`src/rtl/core/lpfe_div_cell.sv`:
```
module lpfe_div_cell #(
    parameter int N     = 8,
    parameter int DW    = 31,
    parameter int PAY_W = 1
) (
    input  logic             clk,
    input  logic             rst_n,
    input  logic             en,
    input  logic             in_valid,
    input  logic [DW-1:0]    in_rem,
    input  logic [N-1:0]     in_bits,
    input  logic [DW-1:0]    in_dvs,
    input  logic [PAY_W-1:0] in_pay,
    output logic             out_valid,
    output logic [DW-1:0]    out_rem,
    output logic [N-1:0]     out_bits,
    output logic [DW-1:0]    out_dvs,
    output logic [PAY_W-1:0] out_pay
);
    logic [DW:0]    trial;
    logic           take;
    logic [DW-1:0]  rem_next;
    logic [N-1:0]   bits_next;
    logic           valid_reg;
    logic [DW-1:0]  rem_reg;
    logic [N-1:0]   bits_reg;
    logic [DW-1:0]  dvs_reg;
    logic [PAY_W-1:0] pay_reg;

    // One restoring step: bring down a dividend bit, subtract if it fits
    assign trial     = {in_rem, in_bits[N-1]};
    assign take      = (trial >= {1'b0, in_dvs});
    assign rem_next  = take ? DW'(trial - {1'b0, in_dvs}) : trial[DW-1:0];
    assign bits_next = {in_bits[N-2:0], take};

    always_ff @(posedge clk or negedge rst_n)
    begin
        if (!rst_n)
        begin
            valid_reg <= 1'b0;
        end
        else if (en)
        begin
            valid_reg <= in_valid;
        end
    end

    always_ff @(posedge clk)
    begin
        if (en)
        begin
            rem_reg  <= rem_next;
            bits_reg <= bits_next;
            dvs_reg  <= in_dvs;
            pay_reg  <= in_pay;
        end
    end

    assign out_valid = valid_reg;
    assign out_rem   = rem_reg;
    assign out_bits  = bits_reg;
    assign out_dvs   = dvs_reg;
    assign out_pay   = pay_reg;

endmodule

```
`src/rtl/core/lpfe_div_chain.sv`:
```
module lpfe_div_chain #(
    parameter int N     = 8,
    parameter int DW    = 31,
    parameter int PAY_W = 1
) (
    input  logic             clk,
    input  logic             rst_n,
    input  logic             en,
    input  logic             in_valid,
    input  logic [DW-1:0]    in_rem,
    input  logic [N-1:0]     in_bits,
    input  logic [DW-1:0]    in_dvs,
    input  logic [PAY_W-1:0] in_pay,
    output logic             out_valid,
    output logic [N-1:0]     out_quo,
    output logic [PAY_W-1:0] out_pay
);
    logic             v    [N+1];
    logic [DW-1:0]    rem  [N+1];
    logic [N-1:0]     bits [N+1];
    logic [DW-1:0]    dvs  [N+1];
    logic [PAY_W-1:0] pay  [N+1];

    assign v[0]    = in_valid;
    assign rem[0]  = in_rem;
    assign bits[0] = in_bits;
    assign dvs[0]  = in_dvs;
    assign pay[0]  = in_pay;

    // One quotient bit per cell, MSB first
    for (genvar i = 0; i < N; i++)
    begin : g_cell
        lpfe_div_cell #(
            .N     (N),
            .DW    (DW),
            .PAY_W (PAY_W)
        ) u_cell (
            .clk       (clk),
            .rst_n     (rst_n),
            .en        (en),
            .in_valid  (v[i]),
            .in_rem    (rem[i]),
            .in_bits   (bits[i]),
            .in_dvs    (dvs[i]),
            .in_pay    (pay[i]),
            .out_valid (v[i+1]),
            .out_rem   (rem[i+1]),
            .out_bits  (bits[i+1]),
            .out_dvs   (dvs[i+1]),
            .out_pay   (pay[i+1])
        );
    end

    assign out_valid = v[N];
    assign out_quo   = bits[N];
    assign out_pay   = pay[N];

endmodule

```
`config.mk`:
```
export PLATFORM = sky130hd
export DESIGN_NAME = lpfe_div_chain
export DESIGN_NICKNAME = d
export VERILOG_FILES = /design/src/rtl/core/lpfe_div_cell.sv /design/src/rtl/core/lpfe_div_chain.sv
export SDC_FILE = /design/constraint.sdc
export NUM_CORES = 1
export LEC_CHECK = 0
export ABC_CLOCK_PERIOD_IN_PS = 4800
export BUFFER_PORTS_ARGS = -buffer_cell sky130_fd_sc_hd__buf_2
export CORE_AREA = 2 2 220 222
export CTS_BUF_LIST = sky130_fd_sc_hd__clkbuf_4
export DETAILED_ROUTE_END_ITERATION = 16
export DIE_AREA = 0 0 222 224
export PLACE_DENSITY = 0.83
export SLEW_MARGIN = 20
export SYNTH_ARGS = -nofsm -noshare
export SYNTH_HDL_FRONTEND = slang
export SYNTH_SLANG_ARGS = --single-unit
```
`constraint.sdc`:
```
create_clock -name clk -period 4.8 [get_ports clk]
set_clock_uncertainty 0.2 [all_clocks]
set_input_delay 0.96 -clock clk [delete_from_list [all_inputs] [get_ports clk]]
set_output_delay 0.96 -clock clk [all_outputs]
set_load 0.02 [all_outputs]
```
==> metrics.txt <==
post-CTS repair timing setup buffer count 0; FF-to-FF Start g_cell[0].u_cell.out_bits[7]$_DFFE_PP_; wire length of the first global-routing pass between 100,000 and 150,000 um; number of buffers added to fix hold violations after cts 44; number of buffer and inverter instances along the worst setup path 1; relative slew slack 0.366; number of buffers inserted by port buffering 84; Post-Syn Area 30,600 um2; max-capacitance violation count 0; P_leak 14.4 nW; starting DRC count in detailed routing ~1,800; wire length per cell 16.7 um; critical path data arrival time roughly 4.7 ns; setup repair after global routing missed its margin false; standard-cell rows 80; area growth from synthesis to final layout 10.5%; EDFF count, synth 506; drt first pass iters 7; synthesized netlist cell count 2,860; number of global-route vias before repair 21,850; Chip Width 222 um; largest net degree at the start of global routing about 110; Worst-Skew Late Latency around 0.95 ns; Initial Utilization 0.646; Avg Vias per Cell roughly 5.8; post-synthesis cell type count 86; wire length after detailed routing ~63,000 um; worst min-delay path startpoint in_bits[7]; time the final worst path needs with I/O delays and setup 4.24 ns; Req. time, crit path 5.28 ns; CP startpoint g_cell[0].u_cell.out_bits[7]$_DFFE_PP_; buffer type at the clock tree root sky130_fd_sc_hd__clkbuf_4; buffer levels on the longest clock path 3; number of ports placed on the die boundary 85; vias after detailed routing 21,995; Largest stage delay, worst path ~0.55 ns; number of max-slew violations in the final report 0; Clock Sinks between 500 and 600; CP max FO 32; total routing usage reported by global routing 0.257; final layout net count 3,395; Finish-stage setup viols 0; number of antenna violations at the first check in global routing 2; Hold Violations, Final 0; CTS tree built; type of origin of the critical path register; async set or reset register ratio after synthesis 0.0156; final RePlAce weighted congestion 0.898; primary flip-flop cell chosen by synthesis mapping sky130_fd_sc_hd__edfxtp_1; fraction of the cycle the final worst path needs 0.882; maximum vdd drop 0.000262 V; TNS Setup 0 ns; Die Footprint approximately 50,000 um2; run status finished clean; post-layout util 0.714; kind of path behind the tightest hold check in2reg; crit-path leading delay family compound AO/OA/AOI/OAI gates; Power Density 572 nW/um2; sort of element at the end of the critical path register; DRC violations left 0; syn_area_per_cell 10.7 um2; actual slew at the worst max-slew pin 0.950 ns; count of instances resized after the clock tree is built 0; number of warnings reported in the yosys synthesis log 0; total congestion overflow after global routing 0; detailed placement HPWL 47,600 um; number of nets still failing antenna checks after routing 0; number of H-tree levels 4; clock slew at the register clock pins of the worst setup and hold paths 0.07 ns; syn_nets 3,190; number of buffers inserted during clock tree synthesis 131; synthesized flop and latch total approximately 510; Critical Setup Path Class reg2reg; cell-by-cell trace of the critical path inv_1 > ha_1 > fa_1 > nor2b_1 > o31a_1 > o21ai_2 > o311ai_2 > o41a_4 > a311oi_2 > o31ai_1 > a21oi_2 > o21a_4 > mux2_1; maximum frequency from static timing analysis 236 MHz; share of the yosys chip area belonging to registers 0.503; area inside the core boundary between 40,000 and 50,000 um2; cell type of the slowest stage on the worst timing path sky130_fd_sc_hd__o21a_4; die height 224 um; share of layout cells above drive strength 1 0.117
==> cells in the mapped netlist (14+ instances only) <==
cell type / n / area [um2]
sky130_fd_sc_hd__edfxtp_1: 506 / 15200
sky130_fd_sc_hd__inv_1: 315 / 1180
sky130_fd_sc_hd__nand2_1: 256 / 961
sky130_fd_sc_hd__ha_1: 248 / 3100
sky130_fd_sc_hd__a21oi_1: 225 / 1130
sky130_fd_sc_hd__o21ai_0: 192 / 961
sky130_fd_sc_hd__nor2_1: 145 / 544
sky130_fd_sc_hd__a21o_1: 103 / 773
sky130_fd_sc_hd__xnor2_1: 101 / 885
sky130_fd_sc_hd__xor2_1: 80 / 701
sky130_fd_sc_hd__clkbuf_1: 58 / 218
sky130_fd_sc_hd__o21ai_1: 57 / 285
sky130_fd_sc_hd__nand4_1: 48 / 300
sky130_fd_sc_hd__nand3_1: 41 / 205
sky130_fd_sc_hd__nand2b_1: 40 / 250
sky130_fd_sc_hd__nor3_1: 30 / 150
sky130_fd_sc_hd__o21bai_1: 29 / 218
sky130_fd_sc_hd__mux2_4: 27 / 405
sky130_fd_sc_hd__nor2b_1: 27 / 169
sky130_fd_sc_hd__o21a_1: 24 / 180
sky130_fd_sc_hd__o31ai_1: 24 / 180
sky130_fd_sc_hd__a211oi_1: 22 / 165
sky130_fd_sc_hd__a31oi_1: 19 / 119
sky130_fd_sc_hd__mux2_2: 19 / 214
sky130_fd_sc_hd__and3_1: 14 / 87.6
==> through the flow <==
stage / hold slack (ns) / total power, mW / setup slack (ns) / cell area [um2] / std cells
floorplan: 0.200 / 13.6 / 1.00 / 30600 / 2860
global placement: 0.200 / 15.4 / 0.540 / 31700 / 3503
detailed placement: 0.205 / 15.6 / 0.408 / 31700 / 3503
CTS: 0.00275 / 19.3 / 0.605 / 33800 / 3777
global route: 0.0149 / 20.8 / 0.387 / 33800 / 3779
finish: 0.127 / 19.3 / 0.565 / 33800 / 3779
==> registers in the layout, indices dropped and copies added (netlist names) <==
signal	count
g_cell.u_cell.out_rem	217
g_cell.u_cell.out_pay	8
g_cell.u_cell.out_valid	8
g_cell.u_cell.out_bits	64
g_cell.u_cell.out_dvs	217
==> final timing paths <==
kind | cells past startpoint | slack (ns) | to
worst max register to register | 13 | 0.56 | g_cell[1].u_cell.out_rem[2]$_DFFE_PP_
worst max-delay path | 13 | 0.56 | g_cell[1].u_cell.out_rem[2]$_DFFE_PP_
max in group asynchronous | 2 | 4.01 | g_cell[5].u_cell.out_valid$_DFFE_PN0P_
min in group asynchronous | 2 | 0.21 | g_cell[2].u_cell.out_valid$_DFFE_PN0P_
worst min register to register | 0 | 0.20 | g_cell[4].u_cell.out_bits[1]$_DFFE_PP_
worst min-delay path | 3 | 0.13 | g_cell[0].u_cell.out_rem[0]$_DFFE_PP_
==> tightest hold or removal path, delay by kind of cell <==
family	cells	cell delay, ns
buffers and inverters	1	0.09
AOI/OAI and AO/OA	1	0.07
and+or+nand+nor	1	0.04
==> layout make-up <==
type / count / area, um2
Timing Repair Buffer: 149 / 1130
Clock buffer: 171 / 1280
Sequential cell: 514 / 15400
Clock inverter: 59 / 367
Fill cell: 3399 / 13600
Antenna cell: 2 / 5.00
Multi-Input combinational cell: 1952 / 13600
Tap cell: 615 / 769
Inverter: 317 / 1190
==> kinds of logic after synthesis <==
| family | count (synthesis) | synth area share |
|---|---|---|
| AOI/OAI and AO/OA | 798 | 0.162 |
| and+or+nand+nor | 658 | 0.101 |
| DFF | 514 | 0.503 |
| buffers and inverters | 394 | 0.0512 |
| adders and majority gates | 255 | 0.106 |
| xor gates and xnor gates | 181 | 0.0518 |
| muxes | 60 | 0.0252 |
==> placed cells by master (no fill, tap or decap), types with 23 or more instances in the layout <==
cell                              n
sky130_fd_sc_hd__nand2_1        256
sky130_fd_sc_hd__o31ai_1         24
sky130_fd_sc_hd__nand2b_1        40
sky130_fd_sc_hd__edfxtp_1       506
sky130_fd_sc_hd__clkinv_1        37
sky130_fd_sc_hd__o21ai_0        192
sky130_fd_sc_hd__a21o_1         103
sky130_fd_sc_hd__o21a_1          23
sky130_fd_sc_hd__o21bai_1        29
sky130_fd_sc_hd__buf_2           83
sky130_fd_sc_hd__nor3_1          29
sky130_fd_sc_hd__nor2b_1         27
sky130_fd_sc_hd__a21oi_1        225
sky130_fd_sc_hd__inv_1          315
sky130_fd_sc_hd__xor2_1          80
sky130_fd_sc_hd__clkbuf_4       171
sky130_fd_sc_hd__dlygate4sd3_1   44
sky130_fd_sc_hd__xnor2_1        101
sky130_fd_sc_hd__nand4_1         48
sky130_fd_sc_hd__nor2_1         144
sky130_fd_sc_hd__ha_1           248
sky130_fd_sc_hd__nand3_1         41
sky130_fd_sc_hd__mux2_4          27
sky130_fd_sc_hd__o21ai_1         57
==> power by group <==
| group | total [mW] | internal (mW) | leakage [nW] | switching, mW |
|---|---|---|---|---|
| registers | 7.06 | 6.50 | 5.05 | 0.551 |
| clock network | 3.59 | 1.89 | 0.954 | 1.70 |
| logic | 8.69 | 3.69 | 8.41 | 5.00 |
==> per-layer routing <==
layer  vias to the layer above  GRT usage  wire [um]
li1                      10920          -          -
met1                     10238      0.288      25400
met2                       677      0.468      32600
met3                       160     0.0489       2860
met4                         0      0.128       2210
met5                         -          0          0
(Power assumes the default switching activity.)
