--- src/rtl/core/lpfe_pkg.sv ---
package lpfe_pkg;

    // Number formats
    localparam int FRAC_BITS = 16;
    localparam int WORD_BITS = 32;
    localparam int EXP_BITS  = 30;
    localparam int DL_W      = WORD_BITS + 1;

    // Configuration port
    localparam int CFG_W = 32;
    localparam int IDX_W = 3;
    localparam logic [IDX_W-1:0] REG_COEF_A      = 3'd0;
    localparam logic [IDX_W-1:0] REG_COEF_B      = 3'd1;
    localparam logic [IDX_W-1:0] REG_COEF_C      = 3'd2;
    localparam logic [IDX_W-1:0] REG_COEF_D      = 3'd3;
    localparam logic [IDX_W-1:0] REG_REST_LENGTH = 3'd4;

    // Q30 constants of the exponential
    localparam logic [EXP_BITS:0]   EXP_ONE   = 31'h4000_0000;
    localparam logic [30:0]         LOG2E_Q30 = 31'd1549082005;
    localparam logic [EXP_BITS-1:0] LN2_Q30   = 30'd744261118;

    // Clamp limits
    localparam logic [20:0] T_LIM    = 21'h10_0000;
    localparam logic [48:0] NUM_LIM  = 49'h4000_0000_0000;
    localparam logic [62:0] TERM_CAP = 63'h100_0000_0000;
    localparam logic [WORD_BITS-1:0] WORD_MAX = 32'h7fff_ffff;
    localparam logic [WORD_BITS-1:0] WORD_MIN = 32'h8000_0000;

    // Divider chain lengths (quotient bits)
    localparam int BC_N = 48;
    localparam int T_N  = 21;
    localparam int S_N  = 31;
    localparam int H_N  = 47;
    localparam int HORNER_STEPS = 7;

    // Side data carried through the divider and series chains
    typedef struct packed {
        logic [DL_W-1:0] dl;
        logic            ovf;
        logic            neg;
    } tpay_t;

    typedef struct packed {
        logic [DL_W-1:0] dl;
        logic [4:0]      n;
        logic            neg_t;
    } epay_t;

    typedef struct packed {
        logic [47:0] fmag;
        logic [31:0] t1;
        logic        neg_dl;
    } hpay_t;

    // Exact reciprocal multiplier for v / k, v below 2^31
    function automatic logic [31:0] recip_mult(input int k);
        logic [31:0] m;
        case (k) inside
            3, 6:    m = 32'd2863311531;
            5:       m = 32'd3435973837;
            7:       m = 32'd2454267027;
            default: m = 32'h8000_0000;
        endcase
        return m;
    endfunction

    function automatic int recip_shift(input int k);
        int s;
        case (k) inside
            1:       s = 31;
            2:       s = 32;
            3, 4:    s = 33;
            default: s = 34;
        endcase
        return s;
    endfunction

endpackage

--- src/rtl/core/lpfe_exp_cell.sv ---
module lpfe_exp_cell #(
    parameter int K     = 1,
    parameter int PAY_W = 1
) (
    input  logic                        clk,
    input  logic                        rst_n,
    input  logic                        en,
    input  logic                        in_valid,
    input  logic [lpfe_pkg::EXP_BITS-1:0] in_r,
    input  logic [lpfe_pkg::EXP_BITS:0]   in_p,
    input  logic [PAY_W-1:0]            in_pay,
    output logic                        out_valid,
    output logic [lpfe_pkg::EXP_BITS-1:0] out_r,
    output logic [lpfe_pkg::EXP_BITS:0]   out_p,
    output logic [PAY_W-1:0]            out_pay
);
    import lpfe_pkg::*;

    localparam logic [31:0] MUL = recip_mult(K);
    localparam int          SH  = recip_shift(K);

    logic [60:0]          rp_full;
    logic [EXP_BITS-1:0]  prod_next;
    logic [61:0]          qprod;
    logic [EXP_BITS-1:0]  quo;
    logic [EXP_BITS:0]    p_next;
    logic                 v1_reg;
    logic [EXP_BITS-1:0]  prod_reg;
    logic [EXP_BITS-1:0]  r1_reg;
    logic [PAY_W-1:0]     pay1_reg;
    logic                 v2_reg;
    logic [EXP_BITS-1:0]  r2_reg;
    logic [EXP_BITS:0]    p2_reg;
    logic [PAY_W-1:0]     pay2_reg;

    // First half: r * p in Q30
    assign rp_full   = 61'(in_r) * 61'(in_p);
    assign prod_next = rp_full[59:30];

    // Second half: divide by K through its reciprocal, p = 1 - r*p/K
    assign qprod  = 62'(prod_reg) * 62'(MUL);
    assign quo    = EXP_BITS'(qprod >> SH);
    assign p_next = EXP_ONE - {1'b0, quo};

    always_ff @(posedge clk or negedge rst_n)
    begin
        if (!rst_n)
        begin
            v1_reg <= 1'b0;
            v2_reg <= 1'b0;
        end
        else if (en)
        begin
            v1_reg <= in_valid;
            v2_reg <= v1_reg;
        end
    end

    always_ff @(posedge clk)
    begin
        if (en)
        begin
            prod_reg <= prod_next;
            r1_reg   <= in_r;
            pay1_reg <= in_pay;
            p2_reg   <= p_next;
            r2_reg   <= r1_reg;
            pay2_reg <= pay1_reg;
        end
    end

    assign out_valid = v2_reg;
    assign out_r     = r2_reg;
    assign out_p     = p2_reg;
    assign out_pay   = pay2_reg;

endmodule

--- config.mk ---
export PLATFORM = sky130hd
export DESIGN_NAME = lpfe_exp_cell
export DESIGN_NICKNAME = d
export VERILOG_FILES = /design/src/rtl/core/lpfe_pkg.sv /design/src/rtl/core/lpfe_exp_cell.sv
export SDC_FILE = /design/constraint.sdc
export NUM_CORES = 2
export LEC_CHECK = 0
export ABC_CLOCK_PERIOD_IN_PS = 8360
export BUFFER_PORTS_ARGS = -buffer_cell sky130_fd_sc_hd__buf_2
export CAP_MARGIN = 20
export CORE_ASPECT_RATIO = 1.1
export CORE_MARGIN = 3
export CORE_UTILIZATION = 50
export DETAILED_ROUTE_END_ITERATION = 10
export GPL_TIMING_DRIVEN = 1
export PLACE_DENSITY = 0.67
export SLEW_MARGIN = 40
export SYNTH_ARGS = -nofsm -noshare
export SYNTH_HDL_FRONTEND = slang
export SYNTH_SLANG_ARGS = --single-unit
--- constraint.sdc ---
create_clock -name clk -period 8.36 [get_ports clk]
set_input_delay 0.418 -clock clk [delete_from_list [all_inputs] [get_ports clk]]
set_output_delay 0.418 -clock clk [all_outputs]
set_load 0.05 [all_outputs]
==> tab_implementation.tex <==
\begin{tabular}{lr}
\hline
Metric & Value \\
\hline
\multicolumn{2}{l}{\textbf{Logic synthesis}} \\
EDFF count, synth & 123 \\
Sequential cell area fraction in the yosys report & 11.1\% \\
Post-synthesis instance total & 3,452 \\
Synth async-reset ratio & 1.60\% \\
Total standard cell area after synthesis & 0.0337 mm\^{}2 \\
Number of nets in the synthesized netlist & 4,565 \\
Flop and latch count out of synthesis & 125 \\
Unique cell type count in the Yosys netlist & 54 \\
Synth warnings & 0 \\
Dominant synthesized flop cell & sky130\_fd\_sc\_hd\_\_edfxtp\_1 \\
Post-Syn Area per Cell & 9.76 um\^{}2 \\
\multicolumn{2}{l}{\textbf{Worst hold path}} \\
Hold Path Sink & pay1\_reg \\
Hold crit path type & primary input to flip-flop \\
Critical hold path startpoint & in\_pay \\
Cell count of the worst hold path & 1 \\
\multicolumn{2}{l}{\textbf{Timing}} \\
RSZ-0062 raised after global routing & false \\
Post-Route Skew & 29.2 ps \\
Final critical-path required period & 7820 ps \\
Slew Limit Headroom & 47.4\% \\
Transition time at the pin with the least slew margin & 788 ps \\
Final setup TNS & 0 ps \\
Count of endpoints failing hold in the final timing report & 0 \\
Final Max Slew Viols & 0 \\
Fraction of the cycle the final worst path needs & 93.5\% \\
Final setup violation count & 0 \\
Timing-limited maximum frequency & 0.128 GHz \\
\multicolumn{2}{l}{\textbf{Clock network}} \\
Clock tree from TritonCTS & done \\
Post\_cts resized & 0 \\
Clock latency on the worst-skew pair & 490 ps \\
Clock slew seen by the registers of the worst setup and hold paths & 60 ps \\
Clock tree buffer depth & 2 \\
Master cell of the clock root buffer & sky130\_fd\_sc\_hd\_\_clkbuf\_16 \\
H-Tree Level Count & 4 \\
CTS buffer count & 17 \\
CTS sink cnt & 125 \\
\multicolumn{2}{l}{\textbf{Cells and area}} \\
Area of the multi-input gates & 0.0261 mm\^{}2 \\
Most common cell after layout, fill and taps aside & sky130\_fd\_sc\_hd\_\_inv\_1 \\
Layout-stage area growth over the synthesis result & 6.63\% \\
Share of layout cells above drive strength 1 & 7.27\% \\
Filler cells & 5,956 \\
Commonest cells after routing, fill and taps aside & 832 x sky130\_fd\_sc\_hd\_\_inv\_1, 806 x sky130\_fd\_sc\_hd\_\_fa\_1, 534 x sky130\_fd\_sc\_hd\_\_and2\_1 \\
Count of nets after finishing & 4,610 \\
Largest register FFs & 31 \\
Storage element area & 0.00374 mm\^{}2 \\
\multicolumn{2}{l}{\textbf{GRT}} \\
Maximum number of pins on one net before global-route repair & 66 \\
Residual overflow from global routing & 0 \\
Overall Global Routing Usage & 27.1\% \\
Number of antenna violations at the first check in global routing & 4 \\
Vias in the first global route & 26,251 \\
First-pass GRT wire length & 145 mm \\
\multicolumn{2}{l}{\textbf{Critical path}} \\
Highest-delay cell along the critical path & sky130\_fd\_sc\_hd\_\_fa\_1 \\
Crit path launch type & primary input \\
Type of destination of the critical path & flip-flop \\
R2r startpoint & prod\_reg[2] \\
Worst endpoint data arrival time & 8050 ps \\
WP buf/inv & 5 \\
CP dominant cell by count & sky130\_fd\_sc\_hd\_\_fa\_1 \\
Critical path fanouts, max & 26 \\
Cell family with most CP delay & adder cells \\
Worst flop-to-flop path endpoint & out\_p[28] \\
Worst setup path class & primary input to flip-flop \\
Worst R2R Path Depth & 9 \\
Biggest cell delay along the critical path & 560 ps \\
Required arrival time at the worst endpoint & 8590 ps \\
Worst path cell trace & buf\_2 > and2\_1 > fa\_1 > fa\_1 > inv\_1 > fa\_1 > fa\_1 > fa\_1 > inv\_1 > fa\_1 > fa\_1 > inv\_1 > fa\_1 > inv\_1 > ha\_1 > and4\_1 > a211oi\_1 > o31a\_1 > o211ai\_1 > o21ba\_2 > o21ai\_1 > a2111oi\_1 > o211ai\_1 > and3\_1 \\
Setup slack, reg-to-reg & 5140 ps \\
\multicolumn{2}{l}{\textbf{Drt}} \\
WL met2 & 47.1 mm \\
Highest layer used for signal routing & met5 \\
Routed wl met3 & 4.19 mm \\
Count of vias placed by the detailed router & 23,286 \\
Routed metal-1 wirelength & 33.0 mm \\
Number of nets still failing antenna checks after routing & 0 \\
DR DRC count & 0 \\
Detailed-route vias per instance & 5.33 \\
Initial drt markers & 1,077 \\
Overall routed net length & 89.5 mm \\
1st-pass router iterations & 6 \\
Average detailed-routed wire length per instance & 20.5 um \\
\multicolumn{2}{l}{\textbf{Floorplan}} \\
I/O pin count & 129 \\
Core region area & 0.0665 mm\^{}2 \\
Initial cell density of the core & 50.7\% \\
Die ar. & 0.0706 mm\^{}2 \\
Row count & 99 \\
Horizontal extent of the die & 254 um \\
Die Y & 278 um \\
\multicolumn{2}{l}{\textbf{Flow run}} \\
Max-cap viol count & 0 \\
\multicolumn{2}{l}{\textbf{Place}} \\
Routability cong. & 0.921 \\
IO buf count & 128 \\
HPWL after detailed placement & 71.2 mm \\
\multicolumn{2}{l}{\textbf{Status}} \\
Result of the run & finished, final reports clean \\
\hline
\end{tabular}
layout make-up:
cell class                      count  share of cell area, %
Timing Repair Buffer              212                   3.64
Sequential cell                   125                   10.4
Antenna cell                        2                 0.0139
Clock inverter                     14                  0.334
Clock buffer                       17                   1.18
Tap cell                          858                   2.99
Inverter                          832                   8.69
Multi-Input combinational cell   2309                   72.7
cells in the mapped netlist (3+ instances only):
cell,n,area (um^2)
sky130_fd_sc_hd__edfxtp_1,123,3690
sky130_fd_sc_hd__a21o_1,19,143
sky130_fd_sc_hd__o21ba_2,4,40.0
sky130_fd_sc_hd__xor2_1,23,201
sky130_fd_sc_hd__and4_1,4,35.0
sky130_fd_sc_hd__and3_1,10,62.6
sky130_fd_sc_hd__a31oi_1,4,25.0
sky130_fd_sc_hd__a21boi_0,3,22.5
sky130_fd_sc_hd__nand3_1,5,25.0
sky130_fd_sc_hd__ha_1,241,3020
sky130_fd_sc_hd__nor2b_1,5,31.3
sky130_fd_sc_hd__fa_1,806,16100
sky130_fd_sc_hd__nor2_1,25,93.8
sky130_fd_sc_hd__nand4_1,8,50.1
sky130_fd_sc_hd__nand2b_1,3,18.8
sky130_fd_sc_hd__o21bai_1,5,37.5
sky130_fd_sc_hd__nand2_1,430,1610
sky130_fd_sc_hd__or4_1,4,30.0
sky130_fd_sc_hd__o21ai_0,21,105
sky130_fd_sc_hd__xnor2_1,40,350
sky130_fd_sc_hd__a21oi_1,42,210
sky130_fd_sc_hd__o31ai_1,6,45.0
sky130_fd_sc_hd__o211ai_1,6,45.0
sky130_fd_sc_hd__clkbuf_1,186,698
sky130_fd_sc_hd__and2_1,534,3340
sky130_fd_sc_hd__inv_1,832,3120
sky130_fd_sc_hd__or3_1,5,31.3
sky130_fd_sc_hd__a211oi_1,6,45.0
sky130_fd_sc_hd__or4_4,3,33.8
sky130_fd_sc_hd__nor4_1,4,25.0
sky130_fd_sc_hd__nor3_1,15,75.1
metrics by stage:
| step | instance area [um^2] | setup slack [ps] | util, % | instances | hold slack (ps) |
|---|---|---|---|---|---|
| 2_1_floorplan | 33700 | 877 | - | 3452 | 122 |
| 3_3_place_gp | 35400 | 190 | 53.2 | 4335 | 203 |
| 3_5_place_dp | 35400 | 123 | 53.2 | 4335 | 206 |
| 4_1_cts | 35900 | 614 | 54.0 | 4367 | 96.7 |
| 5_1_grt | 35900 | 97.1 | 54.0 | 4367 | 112 |
| 6_report | 35900 | 543 | 54.0 | 4369 | 126 |
layer usage:
layer	vias to the layer above	GRT usage [%]
met1	12246	31.7
met4	4	13.6
li1	10109	-
met3	245	3.50
met5	-	0
met2	682	48.9
logic make-up after synthesis:
logic type | synth area share (%)
AO/OA/AOI/OAI | 2.63
XOR/XNOR | 1.64
adder cells (fa/ha/maj) | 56.8
buffers and inverters | 11.3
flip-flops | 11.1
multiplexers | 0.0668
AND/OR/NAND/NOR | 16.4
timing repair:
| action | in CTS | in global routing |
|---|---|---|
| buffers inserted | 0 | 0 |
| endpoints found under the hold margin | 2 | 0 |
| hold buffers | 1 | 0 |
how the worst max path moves through the flow:
stage | start | end | slack (ps) | depth (start not counted)
after floorplan | in_p[7] | prod_reg[24] | 880 | 26
after global placement | in_r[8] | prod_reg[15] | 190 | 24
after detailed placement | in_r[8] | prod_reg[24] | 120 | 24
after CTS | in_r[8] | prod_reg[24] | 610 | 24
after global routing | in_r[4] | prod_reg[16] | 100 | 25
final | in_r[8] | prod_reg[24] | 540 | 24
Power is not shown: default switching activity piles up to over one toggle a cycle in this logic, so the estimate is an artifact.
